## src/sv/u8sd_pkg.sv

```systemverilog
package u8sd_pkg;

    localparam int unsigned BYTE_W   = 8;
    localparam int unsigned CP_W     = 21;
    localparam int unsigned STATUS_W = 2;
    localparam int unsigned USED_W   = 3;
    localparam int unsigned PEND_W   = 2;
    // code_point + status + bytes_used, padded to whole bytes
    localparam int unsigned M_DATA_W = 32;
    localparam int unsigned S_DATA_W = 8;

    localparam logic [CP_W-1:0] CP_MAX = 21'h10FFFF;

    typedef enum logic [STATUS_W-1:0] {
        ST_VALID   = 2'd0,
        ST_INVALID = 2'd1,
        ST_TRUNC   = 2'd2,
        ST_RANGE   = 2'd3
    } status_t;

    typedef struct packed {
        logic [USED_W-1:0] bytes_used;
        status_t           status;
        logic [CP_W-1:0]   code_point;
    } result_t;

endpackage

```

## src/sv/utf8_stream_decoder_unit.sv

```systemverilog
// Channel  | Ports                              | Payload (lowest bit up)
// ---------+------------------------------------+------------------------------------------
// input    | s_tvalid s_tready s_tdata s_tlast  | tdata[7:0] in_byte; tlast end_of_string
// result   | m_tvalid m_tready m_tdata          | tdata[20:0] code_point, [22:21] status,
//          |                                    | [25:23] bytes_used, [31:26] zero
//
// One byte per cycle sustained, unless a stalled result holds back a byte that would produce a result. A
// byte is held in the input register, the decode logic updates the sequence state and loads the result
// register: a result shows on m_tdata once its last byte has passed the input register and the decode logic.
// Reset (aresetn low at a clock edge) empties both registers and closes any open
// sequence. A stalled result only holds back bytes that would produce a result;
// bytes inside an open sequence keep flowing through.
module utf8_stream_decoder_unit (
    input  logic                               aclk,
    input  logic                               aresetn,
    input  logic                               s_tvalid,
    output logic                               s_tready,
    input  logic [u8sd_pkg::S_DATA_W-1:0]      s_tdata,   // [7:0] in_byte
    input  logic                               s_tlast,   // end_of_string
    output logic                               m_tvalid,
    input  logic                               m_tready,
    output logic [u8sd_pkg::M_DATA_W-1:0]      m_tdata    // code_point, status, bytes_used
);
    import u8sd_pkg::*;

    // input register
    logic              in_valid_reg;
    logic [BYTE_W-1:0] in_byte_reg;
    logic              in_last_reg;

    // sequence state
    logic [PEND_W-1:0] pending_reg, pending_next;
    logic [CP_W-1:0]   acc_reg, acc_next;
    logic [USED_W-1:0] cons_reg, cons_next;

    // result register
    logic              out_valid_reg;
    result_t           out_reg;

    result_t           res;
    logic              emit;
    logic              out_free;
    logic              advance;
    logic [CP_W-1:0]   acc_shift;
    logic [USED_W-1:0] cons_inc;
    logic [PEND_W-1:0] pend_dec;

    assign out_free = !out_valid_reg || m_tready;
    // a byte leaves the input register unless its result has nowhere to go
    assign advance  = in_valid_reg && (!emit || out_free);
    assign s_tready = !in_valid_reg || advance;

    assign acc_shift = {acc_reg[CP_W-7:0], in_byte_reg[5:0]};
    assign cons_inc  = cons_reg + USED_W'(1);
    assign pend_dec  = pending_reg - PEND_W'(1);

    always_comb begin
        emit           = 1'b0;
        res.code_point = '0;
        res.status     = ST_VALID;
        res.bytes_used = USED_W'(1);
        pending_next   = '0;
        acc_next       = '0;
        cons_next      = '0;
        if (pending_reg == '0) begin
            case (in_byte_reg) inside
                [8'h00:8'h7F]: begin
                    emit           = 1'b1;
                    res.code_point = CP_W'(in_byte_reg);
                end
                [8'hC2:8'hDF]: begin
                    pending_next = PEND_W'(1);
                    acc_next     = CP_W'(in_byte_reg[4:0]);
                    cons_next    = USED_W'(1);
                end
                [8'hE0:8'hEF]: begin
                    pending_next = PEND_W'(2);
                    acc_next     = CP_W'(in_byte_reg[3:0]);
                    cons_next    = USED_W'(1);
                end
                [8'hF0:8'hF4]: begin
                    pending_next = PEND_W'(3);
                    acc_next     = CP_W'(in_byte_reg[2:0]);
                    cons_next    = USED_W'(1);
                end
                default: begin
                    // stray continuation, overlong 2-byte lead or lead above F4
                    emit       = 1'b1;
                    res.status = ST_INVALID;
                end
            endcase
            // lead byte carrying the end mark: sequence cut short
            if (!emit && in_last_reg) begin
                emit         = 1'b1;
                res.status   = ST_TRUNC;
                pending_next = '0;
                acc_next     = '0;
                cons_next    = '0;
            end
        end else begin
            // continuation payload taken without a tag check
            if (pend_dec == '0) begin
                emit           = 1'b1;
                res.bytes_used = cons_inc;
                if (cons_inc == USED_W'(4) && acc_shift > CP_MAX) begin
                    res.status = ST_RANGE;
                end else begin
                    res.code_point = acc_shift;
                end
            end else if (in_last_reg) begin
                emit           = 1'b1;
                res.status     = ST_TRUNC;
                res.bytes_used = cons_inc;
            end else begin
                pending_next = pend_dec;
                acc_next     = acc_shift;
                cons_next    = cons_inc;
            end
        end
    end

    always_ff @(posedge aclk) begin
        if (!aresetn) begin
            in_valid_reg  <= 1'b0;
            out_valid_reg <= 1'b0;
            pending_reg   <= '0;
            acc_reg       <= '0;
            cons_reg      <= '0;
        end else begin
            if (s_tready) begin
                in_valid_reg <= s_tvalid;
            end
            if (advance) begin
                pending_reg <= pending_next;
                acc_reg     <= acc_next;
                cons_reg    <= cons_next;
            end
            if (advance && emit) begin
                out_valid_reg <= 1'b1;
            end else if (m_tready) begin
                out_valid_reg <= 1'b0;
            end
        end
    end

    always_ff @(posedge aclk) begin
        if (s_tready && s_tvalid) begin
            in_byte_reg <= s_tdata[BYTE_W-1:0];
            in_last_reg <= s_tlast;
        end
        if (advance && emit) begin
            out_reg <= res;
        end
    end

    assign m_tvalid = out_valid_reg;
    assign m_tdata  = M_DATA_W'(out_reg);

endmodule

```

## config.mk

```make
export PLATFORM = sky130hd
export DESIGN_NAME = utf8_stream_decoder_unit
export DESIGN_NICKNAME = d
export VERILOG_FILES = /design/src/sv/u8sd_pkg.sv /design/src/sv/utf8_stream_decoder_unit.sv
export SDC_FILE = /design/constraint.sdc
export NUM_CORES = 1
export LEC_CHECK = 0
export ABC_AREA = 0
export BUFFER_PORTS_ARGS = -buffer_cell sky130_fd_sc_hd__clkbuf_2
export CORE_ASPECT_RATIO = 0.8
export CORE_UTILIZATION = 50
export DETAILED_ROUTE_END_ITERATION = 6
export PLACE_DENSITY = 0.7
export SLEW_MARGIN = 20
export SYNTH_ARGS = -nofsm -noshare
export SYNTH_HDL_FRONTEND = slang
export SYNTH_SLANG_ARGS = --single-unit
```

## constraint.sdc

```tcl
create_clock -name aclk -period 6.6 [get_ports aclk]
set_clock_uncertainty 0.2 [all_clocks]
set_input_delay 1.32 -clock aclk [delete_from_list [all_inputs] [get_ports aclk]]
set_output_delay 1.32 -clock aclk [all_outputs]
set_load 0.01 [all_outputs]
```

Yosys cells after proc, flatten, opt, wreduce, memory -nomap -nowiden
Index checks and enable logic that the tools add are counted.

storage, ports and cells
  flip-flop bits (word level) = 57
  input bits = 13
  logic and storage cells = 88

operators by class
  add/sub/neg operators = 2
  $lt $le $gt $ge = 9
  equal/unequal tests = 1
  multiplexer cells = 47
  reductions and logical operators = 19

operators with widths
  operator              count
  $mux 15               5
  $mux 21               2
  $ge 8x8->1 const B    3
  $le 8x8->1 const B    3
  $mux 23               1
  $gt 21x21->1 const B  1
  $mux 2                10
  $mux 1                18
  $mux 3                6
  $mux 5                3
  $logic_and 1x1->1     9
  $ge 8x1->1 const B    1
  $le 8x7->1 const B    1
  $mux 8                1
  $logic_not 1->1       4
  $logic_not 2->1       2
  $mux 4                1
  $add 3x1->3 const B   1
  $eq 3x3->1 const B    1
  $logic_or 1x1->1      3
  $reduce_bool 2->1     1
  $sub 2x1->2 const B   1

Longest topological paths before layout
Gate-level depths: netlist of run 1.

  depth in word-level cells = 16
  depth in mapped cells = 7
  mapped depth without buffers = 6

Worst setup path before layout of run 1
Ideal clock, no wire load.

  path type = input -> output
  start = in m_tready
  end = out s_tready
  arrival time = 1.878 ns
  data required time = 5.080 ns
  setup slack = 3.202 ns
  cell stages on the path = 4
  buffers on the path = 0
  path through = nor2b_1 > nand3_1 > a21oi_1 > inv_1

between the ends
  cells in the longest elaborated chain, start to end = 4

ends and longest elaborated chain
  element            RTL line                        text
  from (decl)        utf8_stream_decoder_unit.sv:21  input logic m_tready,
  $logic_or 1x1->1   utf8_stream_decoder_unit.sv:48  assign out_free = !out_valid_reg || m_tready;
  $logic_or 1x1->1   utf8_stream_decoder_unit.sv:50  assign advance = in_valid_reg && (!emit || out_free);
  $logic_and 1x1->1  utf8_stream_decoder_unit.sv:50
  $logic_or 1x1->1   utf8_stream_decoder_unit.sv:51  assign s_tready = !in_valid_reg || advance;
  to (decl)          utf8_stream_decoder_unit.sv:17  output logic s_tready,

Every way passes these cells.

Worst setup path in the final report of run 1
  start = reg pending_reg[0]
  end = out s_tready

between the ends
  cells in the longest elaborated chain, start to end = 8
  elaborated cells on any way between the ends = 9
  classes of those cells = 1 x add/sub; 2 x mux; 6 x reduce/logical

ends and longest elaborated chain
  element                 RTL line                         text
  from (decl)             utf8_stream_decoder_unit.sv:32   logic [PEND_W-1:0] pending_reg, pending_next;
  from (signal assigned)  utf8_stream_decoder_unit.sv:134  pending_reg <= pending_next;
  $sub 2x1->2             utf8_stream_decoder_unit.sv:55   assign pend_dec = pending_reg - PEND_W'(1);
  $logic_not 2->1         utf8_stream_decoder_unit.sv:102  if (pend_dec == '0) begin
  $mux 1                  utf8_stream_decoder_unit.sv:102
  $mux 1 *                utf8_stream_decoder_unit.sv:65   if (pending_reg == '0) begin
  $logic_not 1->1 *       utf8_stream_decoder_unit.sv:50
  $logic_or 1x1->1 *      utf8_stream_decoder_unit.sv:50
  $logic_and 1x1->1 *     utf8_stream_decoder_unit.sv:50
  $logic_or 1x1->1 *      utf8_stream_decoder_unit.sv:51

Every way passes the cells marked *; elsewhere a longest branch is shown, timed or not.

==> results of run 1 <==
-- per-stage QoR --
step / instance area [um2] / util / total power, mW / hold WS (ns) / setup slack [ns]
finish: 2894 / 0.6184 / 0.7665 / 0.2638 / 2.813
global route: 2894 / 0.6184 / 0.8009 / 0.3044 / 2.644
CTS: 2894 / 0.6184 / 0.7741 / 0.2634 / 2.822
detailed placement: 2709 / 0.5789 / 0.4707 / 0.2548 / 2.945
global placement: 2709 / 0.5789 / 0.4692 / 0.2490 / 2.971
floorplan: 2495 / - / 0.4514 / 0.2380 / 3.202
-- cells by family (layout without fill, tap and decap cells) --
group	count (synthesis)	in the layout	share of synthesized area
AO/OA/AOI/OAI	42	42	0.1299
flip-flops	57	57	0.6023
adder cells (fa/ha/maj)	5	5	0.02527
AND/OR/NAND/NOR	80	80	0.1789
multiplexers	4	4	0.01617
other	1	6	0.001514
buffers and inverters	23	68	0.04598
-- cells in the final DEF (no fill, tap or decap), drive strengths merged, types with 7 or more instances in the layout --
master and n:
a21oi 7, and2 18, clkbuf 49, dfxtp 22, edfxtp 35, inv 9, nand2 15, nor2 7
nor3 10, o21ai 9
-- per-layer routing --
| layer | vias to the layer above | share of wire |
|---|---|---|
| met2 | 59 | 0.44 |
| met5 | - | 0 |
| met4 | 0 | 0.0075 |
| li1 | 860 | - |
| met3 | 4 | 0.079 |
| met1 | 813 | 0.47 |
-- worst max path at each step --
stage	startpoint	end	slack, ns	cells past startpoint
after detailed placement	m_tready	s_tready	2.95	6
after floorplan	m_tready	s_tready	3.20	4
after global routing	pending_reg[0]	s_tready	2.64	7
final	pending_reg[0]	s_tready	2.81	7
after CTS	pending_reg[0]	s_tready	2.82	7
after global placement	m_tready	s_tready	2.97	6
-- report_power, final --
group	switching [mW]	internal [mW]
clock	0.133	0.170
sequential	0.00871	0.392
combinational	0.0406	0.0220
-- worst reg2reg max path: stages, from the launching register on --
cell and delay (ns):
dfxtp_1 0.41, inv_1 0.07, ha_1 0.34, or3_1 0.65, nand3_1 0.18, a21oi_1 0.08, nor2b_1 0.70
-- layout make-up --
class / instances / area (um2)
clock buffers: 9 / 123.9
clock inverters: 7 / 61.31
fillers: 406 / 1785
inverters: 10 / 37.54
multi-input cells: 137 / 889.6
flip-flops and latches: 57 / 1491
well taps: 60 / 75.07
repair buffers: 42 / 215.2
==> flow_summary.toml, run 1 <==
[run_status]
status = "finished, final reports clean"

[synthesis]
synthCells = 212
synth_cell_types = 47
synth_top_area_cell = "edfxtp_1"
synth.most_common_cell = "edfxtp_1"
synthTopCellsByArea = "edfxtp_1, dfxtp_1, and2_1"
yosys-top-cells-count = "edfxtp_1, dfxtp_1, and2_1"
netlist_area_um2 = 2476
synth-seq-cells = 57
synth_flop_cell = "edfxtp_1"
synth.avg_cell_area_um2 = 11.68
yosys.area.top_type_share = 0.4245
async_reset_ff_frac = 0
synth-seq-area-share = 0.6023
synth_edf_count = 35
synth_warnings = 0

[sta]
slew_violations = 0
rsz0062_at_grt = "false"
max_freq_mhz = 264.0
fin_crit_sh = 0.5738
worst_pin_slew_ns = 0.8300
fin_crit_ns = 3.787
fin_tns_setup_ns = 0
finalSetupViolCount = 0
hold_viol = 0
relSlewSlack = 0.4455

[min_path]
min_path_cells = 2
hp-start = "cons_reg[1]"
hold_path_end = "cons_reg[1]"
min_path_type = "flop to flop"

[clock_tree]
hold_buffers = 0
post_cts_resized = 0
postCtsSetupRepairBufs = 0
cts_buffers = 9
clock_latency_ns = 0.33
clkTransAtPathRegs_ns = 0.06
h-tree-depth = 3
cts-root-buf = "clkbuf_8"
tritoncts = "built"
cts.sinks = 57
cts_max_path_buffers = 2

[pwr]
powerDensity_nw_per_um2 = 264.8
power.leakage_nw = 1.122
vdd_drop_max_mv = 0.1570

[cells_and_area]
antenna_cells = 0
drive_above_1_share = 0.2748
nets = 275
largest_reg_flops = 26
stdcell_count = 322
area_delta_synth_final_pct = 16.88

[route]
via_count = 1736
viasPerCell = 5.391
drc = 0
drt_iter0_drc = 131
dr.pass1.iters = 5
drt_wl_total_mm = 4.671
ant_nets = 0
wire_per_inst_um = 14.51

[die]
num_rows = 22
core_area_um2 = 4679
die_w_um = 80.68
start_util = 0.5291
ioPinCount = 47
dieArea_um2 = 5239
die_h_um = 64.94

[grt]
grt_pass1_wl_mm = 7.845
grt_antenna_before_repair = 0
busiest_layer = "met2"
track_usage = 0.2104
grt_use_met1 = 0.2835
grt_pass1_vias = 1642
gr-usage-met3 = 0.07324
use_met2 = 0.3040
grt_max_degree = 30
grt-ovfl-total = 0

[worst_setup_path]
path_max_fanout = 13
cp_num_buf_inv = 3
cpMostUsedCell = "inv_1"
crit_required_ns = 5.08
cp_slowest_cell = "or3_1"
worstSetupPathType = "flop to output pin"
crit_path_start_kind = "flop"
rr_worst_depth = 6
path_delay_family = "simple AND/OR/NAND/NOR gates"
critPathMaxStageDelay_ns = 0.65
crit_arrival_ns = 2.27
rrSetupSlack_ns = 3.61
endpoint_kind = "output pin"
cp_cell_sequence = "inv_1 > ha_1 > or3_1 > nand3_1 > a21oi_1 > inv_1 > clkbuf_2"
timing.rr.start = "pending_reg[0]"
r2r-end = "in_last_reg"

[placement]
port_buffers = 40
dp.cells = 306
dpl.hpwl_mm = 3.285
place.gp.congestion = 0.8555

[job]
drv_cap = 0
Power figures use the tool's default switching activity.
==> run 2, diff against run 1 <==
--- a/config.mk
+++ b/config.mk
@@ -5,12 +5,12 @@
 export SDC_FILE = /design/constraint.sdc
 export NUM_CORES = 1
 export LEC_CHECK = 0
-export ABC_AREA = 0
+export ABC_AREA = 1
 export BUFFER_PORTS_ARGS = -buffer_cell sky130_fd_sc_hd__clkbuf_2
 export CORE_ASPECT_RATIO = 0.8
 export CORE_UTILIZATION = 50
 export DETAILED_ROUTE_END_ITERATION = 6
-export PLACE_DENSITY = 0.7
+export PLACE_DENSITY = 0.73
 export SLEW_MARGIN = 20
 export SYNTH_ARGS = -nofsm -noshare
 export SYNTH_HDL_FRONTEND = slang
==> constraint.sdc (replaced) <==
create_clock -name aclk -period 3.39 [get_ports aclk]
set_clock_uncertainty 0.2 [all_clocks]
set_input_delay 0.678 -clock aclk [delete_from_list [all_inputs] [get_ports aclk]]
set_output_delay 0.678 -clock aclk [all_outputs]
set_load 0.01 [all_outputs]
==> run 2 against run 1 <==
- critical path depth unchanged
- worst hold slack improved by 0.013 ns
- clock power increased by 96%
- largest cell class unchanged
- register-to-register slack got worse by 2.4 ns
- global-route usage decreased by 1.3 points
- highest routed layer unchanged
- die area increased by 4.4%
==> flow_summary.toml, run 2 <==
[clock_tree]
h-tree-depth = 3
tritoncts = "built"
hold_buffers = 0
post_cts_resized = 0
clock_latency_ns = 0.34
cts.sinks = 57
cts_buffers = 9
cts_max_path_buffers = 2
clkTransAtPathRegs_ns = 0.07
cts-root-buf = "clkbuf_8"
postCtsSetupRepairBufs = 0

[synthesis]
yosys-top-cells-count = "nand2_1, nor2_1, edfxtp_1, inv_1"
synthCells = 283
synth_edf_count = 35
netlist_area_um2 = 2589
synth-seq-area-share = 0.5761
synth_cell_types = 27
synthTopCellsByArea = "edfxtp_1, dfxtp_1, nand2_1"
synth.avg_cell_area_um2 = 9.147
yosys.area.top_type_share = 0.4060
synth-seq-cells = 57
synth_top_area_cell = "edfxtp_1"
synth_warnings = 0
synth.most_common_cell = "nand2_1"
synth_flop_cell = "edfxtp_1"
async_reset_ff_frac = 0

[sta]
finalHoldWorstSlack_ns = 0.2771
max_freq_mhz = 376.4
fin_crit_sh = 0.7837
worst_pin_slew_ns = 0.5673
fin_crit_ns = 2.657
finalSetupViolCount = 0
hold_viol = 0
fin_tns_setup_ns = 0
setup_slack_ns = 0.7334
relSlewSlack = 0.6218
slew_violations = 0
rsz0062_at_grt = "false"

[route]
wl_met1_mm = 2.153
ant_nets = 0
drc = 0
via_count = 1826
wl_met3_um = 289
highest_layer = "met4"
wire_per_inst_um = 11.54
met2_length_mm = 2.019
drt_iter0_drc = 91
viasPerCell = 4.646
dr.pass1.iters = 4
drt_wl_total_mm = 4.537

[die]
die_h_um = 66.36
dieArea_um2 = 5471
num_rows = 23
start_util = 0.5170
core_area_um2 = 5007
die_w_um = 82.45
ioPinCount = 47

[placement]
placedInstanceArea_um2 = 2801
dp.cells = 377
port_buffers = 40
dpl.hpwl_mm = 3.143
dpl_worst_slack_ns = 1.100
place.gp.congestion = 0.8676

[cells_and_area]
stdcell_count = 393
layout_commonest_cell = "nand2_1"
area_delta_synth_final_pct = 15.37
final_core_util = 0.5965
layout_common_cells = "nand2_1, nor2_1, clkbuf_2, inv_1, edfxtp_1"
antenna_cells = 0
nets = 344
stdcell_area_um2 = 2987
drive_above_1_share = 0.2689
largest_reg_flops = 26

[pwr]
powerDensity_nw_per_um2 = 521.0
pwr-share-clk = 0.382
total_power_mw = 1.556
pwr-share-seq = 0.512
switchingPower_mw = 0.3940
pwr-share-comb = 0.106
vdd_drop_max_mv = 0.3626
p_int_mw = 1.162
switching_share = 0.2532
power.leakage_nw = 1.309

[worst_setup_path]
crit_path_start_kind = "flop"
path_max_fanout = 8
crit_required_ns = 2.51
endpoint_kind = "output pin"
worstSetupPathType = "flop to output pin"
crit_arrival_ns = 1.78

[grt]
grt_pass1_wl_mm = 7.541
grt-ovfl-total = 0
grt_pass1_vias = 1655
track_usage = 0.1970
grt_antenna_before_repair = 0
grt_max_degree = 27

[run_status]
status = "finished, final reports clean"

[job]
drv_cap = 0

[min_path]
min_path_type = "flop to flop"
## run 2: kinds of logic after synthesis
logic type                 Yosys count  synth area share
other                                1          0.001449
AOI/OAI and AO/OA                   12           0.02514
and+or+nand+nor                    156            0.2803
adders and majority gates            5           0.02417
DFF                                 57            0.5761
buffers and inverters               52           0.09279
## run 2: final timing paths
kind                                     start             end  slack, ns  depth (start not counted)
worst max-delay path            pending_reg[0]        s_tready       0.73                          7
worst min-delay path            pending_reg[1]  pending_reg[1]       0.28                          2
worst max register to register  pending_reg[0]  in_byte_reg[0]       1.18                          8
worst min register to register  pending_reg[1]  pending_reg[1]       0.28                          2
## run 2: power groups by stage
stage,clock network [mW],registers [mW],logic [mW]
2_1_floorplan,0,0.816,0.122
6_report,0.594,0.797,0.164
3_5_place_dp,0,0.812,0.165
3_3_place_gp,0,0.811,0.163
4_1_cts,0.609,0.797,0.167
5_1_grt,0.634,0.802,0.189
## run 2: layer usage
metal,global-route usage,vias up
li1,-,967
met1,0.2487,798
met2,0.2924,53
met3,0.09103,8
met4,0.07237,0
met5,0,-
## run 2: cell type report
class | instances | area (um2)
sequential | 57 | 1491
clock inverter | 7 | 61.31
inverter | 37 | 141.4
timing repair buffer | 42 | 215.2
clock buffer | 9 | 123.9
fill | 445 | 2021
tap | 62 | 77.57
multi-input combinational | 179 | 875.8
## run 2: critical path, stage by stage (launching register included)
cell	delay, ns
dfxtp_1	0.33
inv_1	0.10
ha_1	0.30
nand2_1	0.14
nor2_2	0.20
nand2_4	0.10
nand4_1	0.12
clkbuf_2	0.15
==> run 3, diff against run 2 <==
--- a/config.mk
+++ b/config.mk
@@ -10,7 +10,7 @@
 export CORE_ASPECT_RATIO = 0.8
 export CORE_UTILIZATION = 50
 export DETAILED_ROUTE_END_ITERATION = 6
-export PLACE_DENSITY = 0.73
+export PLACE_DENSITY = 0.7
 export SLEW_MARGIN = 20
 export SYNTH_ARGS = -nofsm -noshare
 export SYNTH_HDL_FRONTEND = slang
==> constraint.sdc (replaced) <==
create_clock -name aclk -period 2.7 [get_ports aclk]
set_clock_uncertainty 0.2 [all_clocks]
set_input_delay 0.54 -clock aclk [delete_from_list [all_inputs] [get_ports aclk]]
set_output_delay 0.54 -clock aclk [all_outputs]
set_load 0.01 [all_outputs]
==> run 3 against run 2 <==
- sequential share of layout area shrank 0.33 points
- first-iteration DRC count shrank 18%
- cell area grew 0.67%
- largest power group unchanged
- highest routed layer unchanged
==> flow_summary.toml, run 3 (same netlist as run 2, synthesis figures left out) <==
[worst_setup_path]
crit_path_start_kind = "flop"
endpoint_kind = "output pin"
crit_required_ns = 1.96
rr_worst_depth = 8
crit_arrival_ns = 1.80
path_max_fanout = 8
worstSetupPathType = "flop to output pin"

[route]
wire_per_inst_um = 11.81
viasPerCell = 4.754
drt_iter0_drc = 75
via_count = 1873
drc = 0
dr.pass1.iters = 4
ant_nets = 0
drt_wl_total_mm = 4.655

[placement]
dpl.hpwl_mm = 3.300
placedInstanceArea_um2 = 2821
place.gp.congestion = 0.8170
dp.cells = 378
port_buffers = 40

[cells_and_area]
largest_reg_flops = 26
drive_above_1_share = 0.2711
area_delta_synth_final_pct = 16.14
antenna_cells = 0
stdcell_count = 394
stdcell_area_um2 = 3007
layout_common_cells = "nand2_1, nor2_1, clkbuf_2, inv_1, edfxtp_1"
nets = 345
layout_commonest_cell = "nand2_1"

[die]
start_util = 0.5170
die_h_um = 66.36
ioPinCount = 47
dieArea_um2 = 5471
num_rows = 23
die_w_um = 82.45
core_area_um2 = 5007

[pwr]
switchingPower_mw = 0.4948
switching_share = 0.2529
total_power_mw = 1.957
vdd_drop_max_mv = 0.4574
pwr-share-seq = 0.512
p_int_mw = 1.462
power.leakage_nw = 1.318
pwr-share-comb = 0.109
powerDensity_nw_per_um2 = 650.9
pwr-share-clk = 0.380

[grt]
grt_antenna_before_repair = 0
track_usage = 0.1976
grt-ovfl-total = 0
grt_pass1_wl_mm = 7.548
grt_max_degree = 21
grt_pass1_vias = 1609

[sta]
rsz0062_at_grt = "false"
relSlewSlack = 0.5899
worst_pin_slew_ns = 0.6152
finalSetupViolCount = 0
finalHoldWorstSlack_ns = 0.1768
fin_crit_ns = 2.543
max_freq_mhz = 393.3
slew_violations = 0
fin_tns_setup_ns = 0
hold_viol = 0
fin_crit_sh = 0.9418

[clock_tree]
tritoncts = "built"
post_cts_resized = 0
cts-root-buf = "clkbuf_8"
clkTransAtPathRegs_ns = 0.07
h-tree-depth = 3
hold_buffers = 0
postCtsSetupRepairBufs = 0
clock_latency_ns = 0.34
cts_buffers = 9
cts.sinks = 57
cts_max_path_buffers = 2

[min_path]
min_path_cells = 1
min_path_type = "primary input to flop"

[run_status]
status = "finished, final reports clean"

[job]
drv_cap = 0
## run 3: changes by cell type in the layout (fill, tap and decap cells not counted), sizes merged
cell	previous run	this run
buf	2	3
## run 3: power groups by stage
stage / clock network (mW) / logic, mW / registers, mW
2_1_floorplan: 0 / 0.153 / 1.02
3_3_place_gp: 0 / 0.211 / 1.02
3_5_place_dp: 0 / 0.213 / 1.02
4_1_cts: 0.760 / 0.214 / 1.00
5_1_grt: 0.795 / 0.241 / 1.01
6_report: 0.743 / 0.213 / 1.00
## run 3: metal layers
| metal | track usage | vias up | share of wire |
|---|---|---|---|
| met1 | 0.2805 | 836 | 0.51 |
| met5 | 0 | - | 0 |
| met2 | 0.2655 | 58 | 0.42 |
| li1 | - | 973 | - |
| met3 | 0.07862 | 6 | 0.059 |
| met4 | 0.07456 | 0 | 0.0095 |
## run 3: critical path, stage by stage (launching register included)
cell	delay, ns
dfxtp_1	0.32
inv_1	0.10
ha_1	0.31
nand2_1	0.13
nor2_2	0.21
nand2_4	0.10
nand4_1	0.14
clkbuf_2	0.16
## run 3: worst paths after layout
kind / startpoint / end / slack, ns
worst max-delay path: pending_reg[0] / s_tready / 0.16
worst min-delay path: s_tdata[3] / in_byte_reg[3] / 0.18
worst max register to register: pending_reg[0] / in_last_reg / 0.47
worst min register to register: pending_reg[1] / pending_reg[1] / 0.28
## run 3: area by class of cell
cell class | count | area [um2]
multi-input cells | 179 | 875.8
repair buffers | 43 | 235.2
clock buffers | 9 | 123.9
clock inverters | 7 | 61.31
inverters | 37 | 141.4
fillers | 451 | 2001
well taps | 62 | 77.57
flip-flops and latches | 57 | 1491
## run 3: per-stage QoR
| stage | setup WS, ns | utilization |
|---|---|---|
| floorplan | 0.5091 | - |
| global placement | 0.5267 | 0.5635 |
| detailed placement | 0.4865 | 0.5635 |
| CTS | 0.1504 | 0.6005 |
| global route | 0.03261 | 0.6005 |
| finish | 0.1571 | 0.6005 |
